--- src/hdl/bsm_pkg.sv ---
// ============================================================================
// Byte stack machine package
// Shared constants, instruction and status codes, and channel payload types.
// ============================================================================
package bsm_pkg;

   // Machine geometry.
   localparam int STACK_DEPTH = 20;
   localparam int NUM_REGS    = 7;
   localparam int SP_REG      = 6;
   localparam int REG_IDX_W   = 3;
   localparam int SLOT_W      = (STACK_DEPTH > 1) ? $clog2(STACK_DEPTH) : 1;

   // Stack depth as a 7-bit magnitude, for compares against the pointer.
   localparam logic [6:0] DEPTH_7 = 7'(STACK_DEPTH);

   // Instruction codes.
   localparam logic [3:0] OP_PRINT = 4'd0;
   localparam logic [3:0] OP_INC   = 4'd1;
   localparam logic [3:0] OP_DEC   = 4'd2;
   localparam logic [3:0] OP_PUSH  = 4'd3;
   localparam logic [3:0] OP_POP   = 4'd4;
   localparam logic [3:0] OP_MOV   = 4'd5;
   localparam logic [3:0] OP_LOAD  = 4'd6;
   localparam logic [3:0] OP_ADD   = 4'd7;
   localparam logic [3:0] OP_SUB   = 4'd8;
   localparam logic [3:0] OP_MUL   = 4'd9;

   // Status codes.
   localparam logic [1:0] ST_OK    = 2'd0;
   localparam logic [1:0] ST_OVER  = 2'd1;
   localparam logic [1:0] ST_UNDER = 2'd2;
   localparam logic [1:0] ST_ADDR  = 2'd3;

   // Register index that reads as zero and drops writes.
   localparam logic [REG_IDX_W-1:0] REG_NONE = REG_IDX_W'(NUM_REGS);

   // Request payload: one instruction.
   typedef struct packed {
      logic [3:0]           opcode;
      logic [2:0]           dest_reg;
      logic                 src_is_imm;
      logic [2:0]           src_reg;
      logic signed [7:0]    imm_value;
   } req_data_type;

   // Response payload: status and the destination register after the step.
   typedef struct packed {
      logic [1:0]           status;
      logic signed [7:0]    reg_value;
   } rsp_data_type;

endpackage

--- src/hdl/bsm_req_if.sv ---
// ============================================================================
// Byte stack machine request channel
// Valid/ready channel that carries one instruction per request.
// ============================================================================
interface bsm_req_if;

   logic                  valid;
   logic                  ready;
   bsm_pkg::req_data_type data;

   modport source (output valid, output data, input ready);
   modport sink   (input valid, input data, output ready);

endinterface

--- src/hdl/bsm_rsp_if.sv ---
// ============================================================================
// Byte stack machine response channel
// Valid/ready channel that carries one status and register value per request.
// ============================================================================
interface bsm_rsp_if;

   logic                  valid;
   logic                  ready;
   bsm_pkg::rsp_data_type data;

   modport source (output valid, output data, input ready);
   modport sink   (input valid, input data, output ready);

endinterface

--- src/hdl/bsm_core.sv ---
// ============================================================================
// Byte stack machine execution core
// Holds the register file and the byte stack, and executes one instruction
// per enabled cycle. The result is produced combinationally from the state.
// ============================================================================
module bsm_core (
   input  logic                  clock,
   input  logic                  reset,
   input  logic                  exec_en,
   input  bsm_pkg::req_data_type cmd,
   output bsm_pkg::rsp_data_type result
);

   // Architectural state.
   logic [7:0] regs_ff  [bsm_pkg::NUM_REGS];
   logic [7:0] regs_in  [bsm_pkg::NUM_REGS];
   logic [7:0] stack_ff [bsm_pkg::STACK_DEPTH];
   logic [7:0] stack_in [bsm_pkg::STACK_DEPTH];

   // Operands.
   logic [7:0] op_a;
   logic [7:0] op_b;
   logic [7:0] src_val;
   logic [7:0] sp;
   logic [7:0] mul_lo;
   logic [15:0] mul_full;

   // Single stack read port, shared by pop and load.
   logic [6:0] rd_addr;
   logic [7:0] rd_data;

   // Pointer range checks.
   logic sp_in_range;
   logic sp_empty;
   logic sp_beyond;
   logic ld_in_range;

   // Write controls.
   logic        sp_we;
   logic [7:0]  sp_val;
   logic        dst_we;
   logic [7:0]  dst_val;
   logic        stk_we;
   logic [6:0]  stk_addr;
   logic [7:0]  stk_val;
   logic [1:0]  status;

   // Operand fetch; index seven reads as zero.
   always_comb begin
      op_a    = (cmd.dest_reg == bsm_pkg::REG_NONE) ? 8'd0 : regs_ff[cmd.dest_reg];
      src_val = (cmd.src_reg == bsm_pkg::REG_NONE) ? 8'd0 : regs_ff[cmd.src_reg];
      op_b    = cmd.src_is_imm ? cmd.imm_value : src_val;
      sp      = regs_ff[bsm_pkg::SP_REG];
   end

   // Low byte of the product.
   assign mul_full = op_a * op_b;
   assign mul_lo   = mul_full[7:0];

   // Pointer and address checks on the signed 8-bit values.
   assign sp_in_range = !sp[7] && (sp[6:0] < bsm_pkg::DEPTH_7);
   assign sp_empty    = sp[7] || (sp == 8'd0);
   assign sp_beyond   = !sp[7] && (sp[6:0] > bsm_pkg::DEPTH_7);
   assign ld_in_range = !op_b[7] && (op_b[6:0] < bsm_pkg::DEPTH_7);

   // Stack read: the slot under the pointer for pop, the operand for load.
   always_comb begin
      rd_addr = (cmd.opcode == bsm_pkg::OP_POP) ? (sp[6:0] - 7'd1) : op_b[6:0];
      if (rd_addr < bsm_pkg::DEPTH_7) begin
         rd_data = stack_ff[rd_addr[bsm_pkg::SLOT_W-1:0]];
      end else begin
         rd_data = 8'd0;
      end
   end

   // Instruction decode; a faulting instruction writes nothing.
   always_comb begin
      sp_we    = 1'b0;
      sp_val   = 8'd0;
      dst_we   = 1'b0;
      dst_val  = 8'd0;
      stk_we   = 1'b0;
      stk_addr = 7'd0;
      stk_val  = 8'd0;
      status   = bsm_pkg::ST_OK;
      case (cmd.opcode)
         bsm_pkg::OP_INC: begin
            dst_we  = 1'b1;
            dst_val = op_a + 8'd1;
         end
         bsm_pkg::OP_DEC: begin
            dst_we  = 1'b1;
            dst_val = op_a - 8'd1;
         end
         bsm_pkg::OP_PUSH: begin
            if (sp_in_range) begin
               stk_we   = 1'b1;
               stk_addr = sp[6:0];
               stk_val  = cmd.src_is_imm ? cmd.imm_value : op_a;
               sp_we    = 1'b1;
               sp_val   = sp + 8'd1;
            end else begin
               status = bsm_pkg::ST_OVER;
            end
         end
         bsm_pkg::OP_POP: begin
            if (sp_empty) begin
               status = bsm_pkg::ST_UNDER;
            end else if (sp_beyond) begin
               status = bsm_pkg::ST_OVER;
            end else begin
               // The popped slot is cleared; a pop into the pointer wins over
               // the pointer decrement.
               stk_we   = 1'b1;
               stk_addr = rd_addr;
               stk_val  = 8'd0;
               sp_we    = 1'b1;
               sp_val   = sp - 8'd1;
               dst_we   = 1'b1;
               dst_val  = rd_data;
            end
         end
         bsm_pkg::OP_MOV: begin
            dst_we  = 1'b1;
            dst_val = op_b;
         end
         bsm_pkg::OP_LOAD: begin
            if (ld_in_range) begin
               dst_we  = 1'b1;
               dst_val = rd_data;
            end else begin
               status = bsm_pkg::ST_ADDR;
            end
         end
         bsm_pkg::OP_ADD: begin
            dst_we  = 1'b1;
            dst_val = op_a + op_b;
         end
         bsm_pkg::OP_SUB: begin
            dst_we  = 1'b1;
            dst_val = op_a - op_b;
         end
         bsm_pkg::OP_MUL: begin
            dst_we  = 1'b1;
            dst_val = mul_lo;
         end
         default: begin
            // Print and unused codes leave the state alone.
         end
      endcase
   end

   // Next register file: pointer update first, then the destination.
   always_comb begin
      regs_in = regs_ff;
      if (sp_we) begin
         regs_in[bsm_pkg::SP_REG] = sp_val;
      end
      if (dst_we && (cmd.dest_reg != bsm_pkg::REG_NONE)) begin
         regs_in[cmd.dest_reg] = dst_val;
      end
   end

   // Next stack contents through the single write port.
   always_comb begin
      for (int i = 0; i < bsm_pkg::STACK_DEPTH; i++) begin
         if (stk_we && (stk_addr == 7'(i))) begin
            stack_in[i] = stk_val;
         end else begin
            stack_in[i] = stack_ff[i];
         end
      end
   end

   // State update; reset clears the registers and the stack.
   always_ff @(posedge clock) begin
      if (reset) begin
         for (int i = 0; i < bsm_pkg::NUM_REGS; i++) begin
            regs_ff[i] <= 8'd0;
         end
         for (int i = 0; i < bsm_pkg::STACK_DEPTH; i++) begin
            stack_ff[i] <= 8'd0;
         end
      end else if (exec_en) begin
         regs_ff  <= regs_in;
         stack_ff <= stack_in;
      end
   end

   // Result: the destination register after the step.
   always_comb begin
      result.status = status;
      if (cmd.dest_reg == bsm_pkg::REG_NONE) begin
         result.reg_value = 8'sd0;
      end else begin
         result.reg_value = regs_in[cmd.dest_reg];
      end
   end

endmodule

--- src/hdl/byte_stack_machine_step_unit.sv ---
// ============================================================================
// Byte stack machine step unit
// Executes one byte stack machine instruction per request.
// ============================================================================
//
// Usage:
//   req_chan carries one instruction per request (opcode, registers,
//   immediate). rsp_chan returns one response per request with a status and
//   the value of the destination register after the instruction.
//   A request is registered when it is accepted and executed against the
//   register file and stack once the output register can take its result.
//   Its response is registered in the output register at the end of that
//   cycle. Throughput is one request per cycle while the receiver takes
//   responses: the input register refills in the same cycle its instruction
//   executes, set by the single execute stage in bsm_core.
//   When the receiver stalls, the response holds in the output register; one
//   more request may wait in the input register, after which req_chan.ready
//   drops until the response is taken.
//   Reset is synchronous: all seven registers and every stack slot clear to
//   zero, both pipeline registers empty, and a request can be accepted in
//   the first cycle after reset.
//
module byte_stack_machine_step_unit (
   input logic          clock,
   input logic          reset,
   bsm_req_if.sink      req_chan,
   bsm_rsp_if.source    rsp_chan
);

   // Input register.
   logic                  req_valid_ff;
   logic                  req_valid_in;
   bsm_pkg::req_data_type req_data_ff;
   bsm_pkg::req_data_type req_data_in;

   // Output register.
   logic                  rsp_valid_ff;
   logic                  rsp_valid_in;
   bsm_pkg::rsp_data_type rsp_data_ff;
   bsm_pkg::rsp_data_type rsp_data_in;
   bsm_pkg::rsp_data_type exec_result;

   logic exec_fire;
   logic req_take;

   // Execute when an instruction waits and the output register can take it.
   assign exec_fire = req_valid_ff && (!rsp_valid_ff || rsp_chan.ready);
   assign req_chan.ready = !req_valid_ff || exec_fire;
   assign req_take = req_chan.valid && req_chan.ready;

   bsm_core u_core (
      .clock   (clock),
      .reset   (reset),
      .exec_en (exec_fire),
      .cmd     (req_data_ff),
      .result  (exec_result)
   );

   // Next values of the pipeline registers.
   always_comb begin
      req_valid_in = req_take || (req_valid_ff && !exec_fire);
      req_data_in  = req_take ? req_chan.data : req_data_ff;
      rsp_valid_in = exec_fire || (rsp_valid_ff && !rsp_chan.ready);
      rsp_data_in  = exec_fire ? exec_result : rsp_data_ff;
   end

   always_ff @(posedge clock) begin
      if (reset) begin
         req_valid_ff <= 1'b0;
         rsp_valid_ff <= 1'b0;
      end else begin
         req_valid_ff <= req_valid_in;
         rsp_valid_ff <= rsp_valid_in;
      end
   end

   always_ff @(posedge clock) begin
      req_data_ff <= req_data_in;
      rsp_data_ff <= rsp_data_in;
   end

   assign rsp_chan.valid = rsp_valid_ff;
   assign rsp_chan.data  = rsp_data_ff;

   // Every executed instruction leaves a response behind.
   a_exec_gives_rsp: assert property (@(posedge clock) disable iff (reset)
      exec_fire |=> rsp_valid_ff)
      else $error("executed request produced no response");

   // Print never faults.
   a_print_ok: assert property (@(posedge clock) disable iff (reset)
      exec_fire && (req_data_ff.opcode == bsm_pkg::OP_PRINT)
      |=> rsp_data_ff.status == bsm_pkg::ST_OK)
      else $error("print returned a fault status");

   // Register arithmetic never faults.
   a_alu_ok: assert property (@(posedge clock) disable iff (reset)
      exec_fire && ((req_data_ff.opcode == bsm_pkg::OP_INC) ||
                    (req_data_ff.opcode == bsm_pkg::OP_DEC) ||
                    (req_data_ff.opcode == bsm_pkg::OP_MOV) ||
                    (req_data_ff.opcode == bsm_pkg::OP_ADD) ||
                    (req_data_ff.opcode == bsm_pkg::OP_SUB) ||
                    (req_data_ff.opcode == bsm_pkg::OP_MUL))
      |=> rsp_data_ff.status == bsm_pkg::ST_OK)
      else $error("register arithmetic returned a fault status");

   // The unmapped register index always reads back as zero.
   a_none_reads_zero: assert property (@(posedge clock) disable iff (reset)
      exec_fire && (req_data_ff.dest_reg == bsm_pkg::REG_NONE)
      |=> rsp_data_ff.reg_value == 8'sd0)
      else $error("unmapped register returned a nonzero value");

endmodule
--- src/flat_wrapper.sv ---
// flat-port wrapper written by rule: the top's interface ports become plain ports
module byte_stack_machine_step_unit_flat 
  (clock, reset, req_chan_valid, req_chan_data, req_chan_ready, rsp_chan_valid, rsp_chan_data, rsp_chan_ready);
  bsm_req_if req_chan_i ();
  bsm_rsp_if rsp_chan_i ();
  input logic clock;
  input logic reset;
  input wire logic [$bits(req_chan_i.valid)-1:0] req_chan_valid;
  input wire logic [$bits(req_chan_i.data)-1:0] req_chan_data;
  output wire logic [$bits(req_chan_i.ready)-1:0] req_chan_ready;
  output wire logic [$bits(rsp_chan_i.valid)-1:0] rsp_chan_valid;
  output wire logic [$bits(rsp_chan_i.data)-1:0] rsp_chan_data;
  input wire logic [$bits(rsp_chan_i.ready)-1:0] rsp_chan_ready;
  assign req_chan_i.valid = req_chan_valid;
  assign req_chan_i.data = req_chan_data;
  assign req_chan_ready = req_chan_i.ready;
  assign rsp_chan_valid = rsp_chan_i.valid;
  assign rsp_chan_data = rsp_chan_i.data;
  assign rsp_chan_i.ready = rsp_chan_ready;
  byte_stack_machine_step_unit u_core (.clock(clock), .reset(reset), .req_chan(req_chan_i), .rsp_chan(rsp_chan_i));
endmodule
--- config.mk ---
export PLATFORM = sky130hd
export DESIGN_NAME = byte_stack_machine_step_unit_flat
export DESIGN_NICKNAME = d
export VERILOG_FILES = /design/src/hdl/bsm_pkg.sv /design/src/hdl/bsm_req_if.sv /design/src/hdl/bsm_rsp_if.sv /design/src/hdl/bsm_core.sv /design/src/hdl/byte_stack_machine_step_unit.sv /design/src/flat_wrapper.sv
export SDC_FILE = /design/constraint.sdc
export NUM_CORES = 1
export LEC_CHECK = 0
export BUFFER_PORTS_ARGS = -buffer_cell sky130_fd_sc_hd__buf_2
export CORE_UTILIZATION = 50
export DETAILED_ROUTE_END_ITERATION = 12
export GPL_TIMING_DRIVEN = 0
export HOLD_SLACK_MARGIN = 0.15
export PLACE_DENSITY = 0.66
export SYNTH_ARGS = -nofsm -noshare
export SYNTH_HDL_FRONTEND = slang
export SYNTH_HIERARCHICAL = 1
export SYNTH_SLANG_ARGS = --single-unit
--- constraint.sdc ---
create_clock -name clock -period 12.6 [get_ports clock]
set_clock_uncertainty 0.05 [all_clocks]
set_input_delay 0.63 -clock clock [delete_from_list [all_inputs] [get_ports clock]]
set_output_delay 0.63 -clock clock [all_outputs]
set_load 0.01 [all_outputs]
## Yosys cells after proc, flatten, opt, wreduce, memory -nomap -nowiden

Cells that the tools add are included.

- Register bits: 247
- Input port bits: 23
- Output and inout bits: 12

- $add $sub $neg: 7
- Multiply operators: 1
- Order comparisons: 8
- Eq/ne operators: 31
- Multiplexer cells: 48
- Bitwise gates (word level): 3
- Reduce and logical (&&, ||, !) cells: 63

Operator list:

| operator | number |
|---|---|
| 2-to-1 mux 8 bit | 23 |
| binary-select mux 8 bit (select 3 bit) | 3 |
| one-hot mux 8 bit (8 select lines) | 1 |
| bitwise mux 56 bit | 1 |
| == test 7 x 4 -> 1 bit, second input constant | 8 |
| 2-to-1 mux 56 bit | 1 |
| binary-select mux 8 bit (select 5 bit) | 1 |
| AND reduction 2 bit | 20 |
| logical AND 1 bit | 29 |
| == test 7 x 3 -> 1 bit, second input constant | 4 |
| == test 7 x 5 -> 1 bit, second input constant | 4 |
| 2-to-1 mux 7 bit | 4 |
| demux 8 bit (select 3 bit) | 1 |
| less-than comparator 7 x 5 -> 1 bit, second input constant | 3 |
| adder 8 x 1 -> 8 bit, second input constant | 2 |
| == test 4 x 3 -> 1 bit, second input constant | 4 |
| one-hot mux 8 bit (2 select lines) | 1 |
| subtractor 8 x 1 -> 8 bit, second input constant | 2 |
| == test 7 x 2 -> 1 bit, second input constant | 2 |
| one-hot mux 7 bit (2 select lines) | 1 |
| adder 8 bit | 1 |
| == test 4 x 2 -> 1 bit, second input constant | 2 |
| == test 4 bit, second input constant | 2 |
| greater-or-equal comparator 4 bit, second input constant | 2 |
| 22 further kinds | 39 |

## Depth between registers and ports, before layout

- Depth in word-level cells: 20
- Gate-level depth with buffers: 26
- Depth with buffers taken out: 23

## By module

The synthesis kept the hierarchy.

By module, submodules not included:

| module | times used | cells an instance | area an instance (sq um) | sequential area each (sq um) |
|---|---|---|---|---|
| bsm_core | 1 | 1625 | 13837.0 | 4324.1 |
| byte_stack_machine_step_unit | 1 | 39 | 974.7 | 910.9 |

## Worst setup path after synthesis

No wires, ideal clock.

- Path type: reg2reg
- From: register u_core/req_data_ff[13] in the netlist's numbering
- To: register u_core.rsp_data_ff, in the netlist u_core/rsp_chan.data[7] (data pin)
- Library setup time: 273 ps
- Arrival time: 5610 ps
- Path slack: 6667 ps
- Cell stages (with the launch flop): 23
- Cells stage by stage: edfxtp_1 -> buf_2 -> buf_2 -> mux2_2 -> a22oi_1 -> o22ai_1 -> a31oi_1 -> nor2_1 -> fa_1 -> ha_1 -> fa_1 -> inv_1 -> fa_1 -> inv_1 -> ha_1 -> a21oi_1 -> xnor2_1 -> xnor2_1 -> xnor3_1 -> xnor3_1 -> o22ai_1 -> a2111oi_4 -> a21oi_1

- Word-level cells in the longest chain between the ends: 12

RTL lines:

| item | line | RTL |
|---|---|---|
| start: declaration | byte_stack_machine_step_unit.sv:33 | `bsm_pkg::req_data_type req_data_ff;` |
| start signal: assignment | byte_stack_machine_step_unit.sv:78 | `req_data_ff <= req_data_in;` |
| inverter 3 -> 4 bit (implied by the code) | bsm_core.sv:50, bsm_core.sv:160, bsm_core.sv:196 |  |
| binary-select mux 8 bit (select 3 bit) | bsm_core.sv:50 | `op_a = (cmd.dest_reg == bsm_pkg::REG_NONE) ? 8'd0 : regs_ff[cmd.dest_reg];` |
| 2-to-1 mux 8 bit (implied by the code) (2 in a row) | bsm_core.sv:50 |  |
| 2-to-1 mux 8 bit | bsm_core.sv:50 |  |
| multiplier 8 x 8 -> 8 bit, or another cell as far along | bsm_core.sv:57 | `assign mul_full = op_a * op_b;` |
| one-hot mux 8 bit (8 select lines) | bsm_core.sv:86 | `case (cmd.opcode)` |
| bitwise mux 56 bit | bsm_core.sv:160 | `regs_in[cmd.dest_reg] = dst_val;` |
| 2-to-1 mux 56 bit | bsm_core.sv:159 | `if (dst_we && (cmd.dest_reg != bsm_pkg::REG_NONE)) begin` |
| binary-select mux 8 bit (select 3 bit) | bsm_core.sv:196 | `result.reg_value = regs_in[cmd.dest_reg];` |
| 2-to-1 mux 8 bit (implied by the code) (2 in a row) | bsm_core.sv:196 |  |
| end signal: assignment | byte_stack_machine_step_unit.sv:79 | `rsp_data_ff <= rsp_data_in;` |
| end: declaration | byte_stack_machine_step_unit.sv:39 | `bsm_pkg::rsp_data_type rsp_data_ff;` |

Parallel ways exist; a longest one is shown, timed or not. The select of a mux whose other input is x is not followed.
A chain may end at the register's enable or synchronous reset.

## Worst setup path after layout

Same ends and word-level chain as after synthesis.

==> reports/results.txt <==
Core Util, Final = 56.5%
Hold Vio Cnt, Final = 0
Max incr delay on CP = 0.94 ns
Syn nets = 1726
Buffers & Inverters on Critical Path = 4
Peak supply drop = 0.000115 V
CP startpoint kind = flip-flop
CP delay by family, top = compound AO/OA/AOI/OAI gates
Register bit total from synthesis = 247
Clk Latency, worst-skew pair = 0.57 ns
I/O Buffers = 34
P_leak = 6.04 nW
Status = finished clean
Final period utilization = 61.1%
Routed Antenna Nets = 0
Total die area = 30300 um^2
Post-synth EDFFs = 29
Synth top area share = 29.5%
Fin Setup TNS = 0 ns
Crit Path Max Fanout = 10
# diodes = 0
Mapped Cells = 1664
Max clock buf depth = 3
Via density = 6.25
Clock transition at path regs = 0.06 ns
Gpl congestion = 0.987
IO Pins = 35
RSZ-0062 raised after global routing = false
Fmax = 130 MHz
NumNets Final = 1791
Cts hold-fix bufs = 0
Syn. warnings = 6
First-pass GRT wire length = 78300 um
Main synth FF type = dfxtp_1
Setup CP Type = reg -> reg
Least-Margin Pin Slew = 1.40 ns
Netlist Area Pre-Place = 14800 um^2
GRT Overall Usage = 34.2%
Crit path required time = 12.80 ns
Rows = 62
R2r setup slk = 4.90 ns
Dominant cells by area after synthesis = dfxtp_1 (29%), mux2i_1 (15%), nor2_1 (7.1%), edfxtp_1 (5.9%), nand2_1 (3.2%)
Total CTS buffers = 29
Vias post-DR = 13300
Placement Cell Area = 15500 um^2
Total core area = 28900 um^2
Minimum clock period = 7.70 ns
Synth unique cells = 103
WP data arrival = 7.90 ns
Wirelength per Cell = 24.5 um
Root Buffer = clkbuf_16
Power Density = 115 nW/um^2
Total wire length = 52300 um
Crit. End Element = flip-flop
Min-Delay Path Class = in -> reg
DRC Markers = 0
Pin count of the biggest net entering global routing = 20
Slew HR = 3.85%
Post-DP HPWL = 38100 um
Max_cap viols = 0
Cells along the critical path = buf_2, buf_2, mux2_2, a22oi_1, o22ai_1, a31oi_1, nor2_1, fa_1, ha_1, fa_1, inv_1, fa_1, inv_1, ha_1, a21oi_1, xnor2_1, xnor2_1, xnor3_1, xnor3_1, o22ai_1, a2111oi_4, a21oi_1
Clk sinks = 247
Final cell count without fillers = 2131
First-pass iteration count of the detailed router = 6
Post-CTS setup buffer count = 0
Die height = 174 um
Overflow after GRT = 0
Yosys top cell by area = dfxtp_1
Mapped Avg Cell Area = 8.90 um^2
Sequential area share after synthesis = 35.3%
Initial antenna violation count = 0
P&R area growth vs syn = 10.3%
Max-slew violations = 0
Design area = 16300 um^2
Total Power = 1.88 mW
Post-synth ARST share = 0%
DRT iter0 DRCs = 1554
PostCTS Resize Cnt = 0
Final setup vio count = 0
Slowest stage cell, crit path = a31oi_1
Layout cells sized above 1 = 12.0%
Initial Util = 51.2%
Most frequent CP cell = fa_1
Vias in the first global route = 12500
H-tree levels = 1
Placed cells = 2082
Die width = 174 um
CTS tree = yes
## metrics by stage
stage	setup WS, ns	hold WS, ns
after detailed placement	5.06	0.418
after global routing	4.65	0.175
after global placement	5.07	0.410
final	4.90	0.188
after floorplan	6.67	0.396
after CTS	5.02	0.172
## layer usage
metal  wire length, um  track usage (%)  up-vias
li1                  -                -     6073
met1             21400             43.9     6396
met2             23300             54.2      674
met3              4200             5.53      174
met4              3390             20.3        0
met5                 0                0        -
## placed cells by master (no fill, tap or decap), types with 9 or more instances in the layout
cell / Yosys / final
nor3_1: 20 / 20
xnor2_1: 23 / 23
nand2b_1: 24 / 24
dfxtp_1: 218 / 218
ha_1: 26 / 26
inv_1: 46 / 46
a211oi_1: 50 / 50
nor2_2: 12 / 12
a211oi_2: 10 / 10
buf_2: 29 / 63
a21oi_1: 56 / 56
clkbuf_1: 79 / 84
a22oi_1: 22 / 22
buf_4: 11 / 11
fa_1: 13 / 13
o31ai_1: 9 / 9
nand2_1: 125 / 125
mux2_2: 11 / 11
mux2i_1: 229 / 229
nand3_1: 48 / 48
o211ai_1: 9 / 9
o22ai_1: 14 / 14
nor2_1: 280 / 280
a31oi_1: 10 / 9
mux4_2: 12 / 12
o21ai_0: 48 / 48
clkbuf_16: 0 / 29
nor2b_1: 22 / 22
edfxtp_1: 29 / 29
## path summary, 6_finish.rpt
kind,startpoint,endpoint,cells past startpoint
min,req_chan_data[14],u_core/req_data_ff[14],1
max reg2reg,u_core/req_data_ff[13],u_core/rsp_chan.data[7],22
max,u_core/req_data_ff[13],u_core/rsp_chan.data[7],22
min reg2reg,u_core/u_core/stack_ff[124],u_core/u_core/stack_ff[124],2
## registers in the layout, indices dropped and copies added, names as in the netlist
name                    flops
u_core/req_data_ff         19
u_core/u_core/sp            8
u_core/req_valid_ff         1
u_core/u_core/stack_ff    160
u_core/rsp_chan.valid       1
u_core/rsp_chan.data       10
u_core/u_core/regs_ff      48
## cells by family (layout without fill, tap and decap cells)
kind of cell	after synthesis	in the layout	synth area share, %
xor+xnor	32	32	2.08
simple gates	600	600	19.4
mux	254	254	18.3
buf+inv	175	258	5.16
flops	247	247	35.3
fa+ha+maj	39	39	3.95
compound gates	317	317	15.7
## cell usage after synthesis (5+ instances only)
library cell  instances
nand2b_1             24
o21ai_0              48
xnor2_1              23
nor2b_1              22
o22ai_1              14
o221ai_1              6
o31ai_1               9
a21o_1                7
buf_1                 5
mux4_2               12
nor2_2               12
nand4_1               5
mux2_2               11
and2_1                5
clkbuf_1             79
a211oi_2             10
nor3_1               20
o2bb2ai_1             6
a21oi_1              56
nor3b_1               7
buf_4                11
o211ai_1              9
mux2i_1             229
a22oi_1              22
a211oi_1             50
nand3_1              48
fa_1                 13
nand3b_1              6
xor2_1                7
nand2_1             125
edfxtp_1             29
nor2_4                6
a31oi_1              10
ha_1                 26
inv_1                46
nor2_1              280
dfxtp_1             218
buf_2                29
## power by group
part	switching [mW]	internal, mW	leakage (nW)
Clock	0.346	0.435	0.422
Combinational	0.204	0.0827	3.58
Sequential	0.00691	0.806	2.04
## worst reg2reg max path, delay by kind of cell (launching register included)
| family | cells | cell delay (ns) |
|---|---|---|
| xor+xnor | 4 | 0.98 |
| compound gates | 7 | 2.45 |
| mux | 1 | 0.38 |
| flops | 1 | 0.46 |
| simple gates | 1 | 0.17 |
| fa+ha+maj | 5 | 2.13 |
| buf+inv | 4 | 0.77 |
## layout make-up
cell class,instances,area (um^2)
Sequential cell,247,5240
Clock inverter,13,97.6
Tap cell,384,480
Fill cell,2670,12600
Timing Repair Buffer,34,170
Buffer,128,588
Inverter,47,176
Clock buffer,36,772
Multi-Input combinational cell,1242,8820
(Power assumes the default switching activity.)
